[src/sv/cau_pkg.sv]
// ----------------------------------------------------------------------------
// cau_pkg
// Shared types, codes and helpers of the complex arithmetic unit.
// ----------------------------------------------------------------------------
package cau_pkg;

  // quotient bits per part: 32-bit magnitude numerator shifted up by 16
  localparam int QW = 48;
  localparam int DW = 32;

  typedef enum logic [1:0] {
    ACT_SUB = 2'd0,
    ACT_MUL = 2'd1,
    ACT_DIV = 2'd2,
    ACT_RSV = 2'd3
  } cau_action_t;

  typedef struct packed {
    logic                 valid;
    logic                 is_div;
    logic                 err;
    logic                 neg_r;
    logic                 neg_i;
    logic [DW-1:0]        den;
    logic [DW-1:0]        rem_r;
    logic [DW-1:0]        rem_i;
    logic [QW-1:0]        dvd_r;
    logic [QW-1:0]        dvd_i;
    logic signed [31:0]   pass_r;
    logic signed [31:0]   pass_i;
  } cau_cell_t;

  function automatic logic signed [31:0] sat33(input logic signed [32:0] v);
    if (v > 33'sd2147483647) begin
      return 32'sh7fffffff;
    end else if (v < -33'sd2147483648) begin
      return 32'sh80000000;
    end
    return v[31:0];
  endfunction

  // saturate a quotient magnitude with its sign to a signed 32-bit value
  function automatic logic signed [31:0] satq(input logic [QW-1:0] mag, input logic neg);
    if (neg) begin
      if (mag > QW'(64'h80000000)) begin
        return 32'sh80000000;
      end
      return 32'(-mag);
    end
    if (mag > QW'(64'h7fffffff)) begin
      return 32'sh7fffffff;
    end
    return mag[31:0];
  endfunction

endpackage

[src/sv/cau_cell.sv]
// ----------------------------------------------------------------------------
// cau_cell
// One restoring division step for both parts: one quotient bit per cell.
// ----------------------------------------------------------------------------
module cau_cell (
  input  logic               clk,
  input  logic               rst_n,
  input  logic               adv,
  input  cau_pkg::cau_cell_t d,
  output cau_pkg::cau_cell_t q
);

  cau_pkg::cau_cell_t q_r;
  cau_pkg::cau_cell_t q_nxt;
  logic [cau_pkg::DW:0] t_r;
  logic [cau_pkg::DW:0] t_i;
  logic [cau_pkg::DW:0] den_x;
  logic                 ge_r;
  logic                 ge_i;

  always_comb begin
    den_x = {1'b0, d.den};
    t_r   = {d.rem_r, d.dvd_r[cau_pkg::QW-1]};
    t_i   = {d.rem_i, d.dvd_i[cau_pkg::QW-1]};
    ge_r  = (t_r >= den_x);
    ge_i  = (t_i >= den_x);
    q_nxt = d;
    q_nxt.rem_r = ge_r ? cau_pkg::DW'(t_r - den_x) : t_r[cau_pkg::DW-1:0];
    q_nxt.rem_i = ge_i ? cau_pkg::DW'(t_i - den_x) : t_i[cau_pkg::DW-1:0];
    q_nxt.dvd_r = {d.dvd_r[cau_pkg::QW-2:0], ge_r};
    q_nxt.dvd_i = {d.dvd_i[cau_pkg::QW-2:0], ge_i};
  end

  always_ff @(posedge clk) begin
    if (!rst_n) begin
      q_r.valid <= 1'b0;
    end else if (adv) begin
      q_r <= q_nxt;
    end
  end

  assign q = q_r;

endmodule

[config.mk]
export PLATFORM = sky130hd
export DESIGN_NAME = cau_cell
export DESIGN_NICKNAME = d
export VERILOG_FILES = /design/src/sv/cau_pkg.sv /design/src/sv/cau_cell.sv
export SDC_FILE = /design/constraint.sdc
export NUM_CORES = 1
export LEC_CHECK = 0
export ABC_AREA = 1
export BUFFER_PORTS_ARGS = -buffer_cell sky130_fd_sc_hd__clkbuf_2
export CORE_AREA = 5 5 201 203
export DETAILED_ROUTE_END_ITERATION = 12
export DIE_AREA = 0 0 206 208
export PLACE_DENSITY_LB_ADDON = 0.15
export REMOVE_ABC_BUFFERS = 1
export SLEW_MARGIN = 15
export SYNTH_ARGS = -nofsm -noshare
export SYNTH_HDL_FRONTEND = slang
export SYNTH_SLANG_ARGS = --single-unit
[constraint.sdc]
create_clock -name clk -period 14.5 [get_ports clk]
set_clock_uncertainty 0.05 [all_clocks]
set_input_delay 2.175 -clock clk [delete_from_list [all_inputs] [get_ports clk]]
set_output_delay 2.175 -clock clk [all_outputs]
set_load 0.02 [all_outputs]
==> impl_metrics.py <==
metrics = {
    "timing": {
        "slew_headroom_pct": 37.4,
        "fmax_ghz": 0.214,
        "fin_crit_sh_pct": 32.2,
        "slew_viol_final": 0,
        "finalCriticalPeriod_ps": 4670,
        "hold_viol": 0,
        "grt_setup_unrepaired": "false",
        "tightest_slew_ps": 939,
        "setup_viol": 0,
        "fin_setup_tns_ps": 0,
    },
    "outcome": {
        "outcome": "finished, final reports clean",
    },
    "synthesis": {
        "ys_seq_area_share_pct": 54.6,
        "yosysMostFrequentCell": "nand2_1",
        "synth_area_sq_um": 14300,
        "yosysWarnings": 0,
        "ys_top_cells_by_area": "edfxtp_1, nand2_1, inv_1",
        "yosys_most_used_dff": "edfxtp_1",
        "synthArstFlopShare_pct": 0,
        "synthTopCellsByCount": "nand2_1, inv_1, edfxtp_1, nand3_1, nor2_1",
        "syn_inst": 1643,
        "synth_edf_count": 260,
        "synth_top_area_share_pct": 54.4,
        "ys_ff_latch": 261,
        "synthDistinctLibCells": 30,
        "syn_area_per_cell_sq_um": 8.73,
        "synth_top_area_cell": "edfxtp_1",
    },
    "cts": {
        "path_clk_slew_ps": 60,
        "cts_resized": 0,
        "ctsHoldBuffers": 0,
        "clkLatencyLatePin_ps": 550,
        "cts_tree": "built",
        "ctsRootBufferMaster": "clkbuf_16",
        "htree_levels": 1,
        "clock_path_buffers": 3,
        "numCtsBuffers": 30,
        "post_cts_buffers": 0,
        "cts.sinks": 261,
    },
    "worst_setup_path": {
        "reg2reg_from": "q[260]",
        "crit_fanout": 130,
        "r2r_slack_ps": 13840,
        "worst_path_most_repeated_cell": "buf_4",
        "cp_cell_sequence": "clkbuf_2 > nand2_1 > inv_8 > buf_4 > buf_4",
        "slowest_delay_ps": 830,
        "critPathLaunch": "adv",
        "cpMaxStageDelayCell": "buf_4",
        "cp-start-kind": "primary input",
        "required_ps": 14630,
        "end_kind": "register",
        "worstPathArrival_ps": 4800,
        "path_class": "primary input to register",
    },
    "job": {
        "maxCapViolCount": 0,
    },
    "die": {
        "initial_utilization_pct": 37.5,
        "die_x_microns": 206,
        "core_area_sq_um": 38300,
        "rows": 72,
        "dieArea_sq_um": 42800,
        "ios": 525,
        "die_h_microns": 208,
    },
    "pwr": {
        "p_leak_nw": 9.68,
        "ir_drop_mv": 0.0727,
        "power_density_nw_per_um2": 115,
    },
    "routing": {
        "route.detailed.drc": 0,
        "routedWlPerCell_microns": 17.8,
        "via_count": 12400,
        "ant_nets": 0,
        "drtPass1Iterations": 7,
        "wl_microns": 48600,
        "avgViaCountPerCell": 4.56,
        "drt_iter0_drc": 701,
    },
    "cells_and_area": {
        "multiInputGateArea_sq_um": 5210,
        "post-route-util_pct": 48.2,
        "stdcell_count": 2726,
        "fill_cells": 3805,
        "drive_gt1_share_pct": 28.1,
        "seqCellArea_sq_um": 7830,
        "fin_area_sq_um": 18500,
        "nets": 2514,
        "syn_to_final_growth_pct": 28.7,
        "largest_reg_flops": 261,
    },
    "hold_path": {
        "min_path_type": "register to register",
        "worstHoldStart": "q[260]",
    },
    "grt": {
        "grt_max_degree": 131,
        "grt_pass1_wl_microns": 72000,
        "gr-total-overflow": 0,
        "antenna_found_initial": 1,
        "track_usage_pct": 21.7,
        "grt_pass1_vias": 12300,
    },
    "place": {
        "dpl.hpwl_microns": 40200,
        "place.gp.congestion": 0.944,
        "place_inst": 2670,
        "io_buffers": 524,
        "place_area_sq_um": 17500,
    },
}
==> metrics by stage <==
step	power, mW	worst slack, ps	hold slack, ps
6_report	2.13	9830	487
4_1_cts	2.15	9830	493
3_3_place_gp	1.39	9320	474
5_1_grt	2.24	9630	510
2_1_floorplan	1.23	6650	556
3_5_place_dp	1.40	9250	487
==> logic make-up after synthesis <==
kind of cell | count (synthesis) | synth area share (%)
DFF | 261 | 54.6
adders and majority gates | 66 | 5.86
buffers and inverters | 324 | 9.19
xor gates and xnor gates | 28 | 1.71
and+or+nand+nor | 924 | 27.2
AOI/OAI and AO/OA | 40 | 1.45
==> final timing paths <==
| kind | endpoint | cells past startpoint |
|---|---|---|
| max | q[127] | 5 |
| max reg2reg | q[260] | 2 |
| min | q[260] | 2 |
| min reg2reg | q[260] | 2 |
==> area by class of cell <==
cell class / instances / share of cell area (%)
multi-input cells: 1058 / 28.2
diodes: 1 / 0.0135
clock inverters: 15 / 0.786
inverters: 306 / 6.26
clock buffers: 40 / 4.55
flip-flops and latches: 261 / 42.4
well taps: 518 / 3.51
repair buffers: 527 / 14.3
==> routing by layer <==
layer | vias to the layer above | GRT usage (%) | wire length, microns
met1 | 5722 | 27.8 | 20200
met3 | 50 | 3.13 | 3030
met4 | 0 | 4.45 | 835
met2 | 368 | 39.0 | 24600
li1 | 6289 | - | -
met5 | - | 0 | 0
==> cells in the final DEF (no fill, tap or decap), types with 8 or more instances in the layout <==
| cell | n |
|---|---|
| nand2_1 | 652 |
| clkbuf_2 | 524 |
| inv_1 | 303 |
| edfxtp_1 | 260 |
| nand3_1 | 110 |
| nor2_1 | 76 |
| ha_1 | 64 |
| a21oi_1 | 36 |
| clkbuf_16 | 31 |
| xor2_1 | 26 |
| nor3_1 | 21 |
| nand2_2 | 17 |
| nand3_2 | 14 |
| nand4_1 | 9 |
| and2_1 | 8 |
==> critical path: cells and delay by family <==
family | cells | cell delay, ps
simple gates | 1 | 120
buf+inv | 4 | 2270
==> report_power, final <==
group / switching [mW] / internal (mW)
combinational: 0.314 / 0.146
sequential: 0.0151 / 0.902
clock: 0.307 / 0.442
total: 0.636 / 1.49
Note: power is estimated with default switching activity, not from simulation.
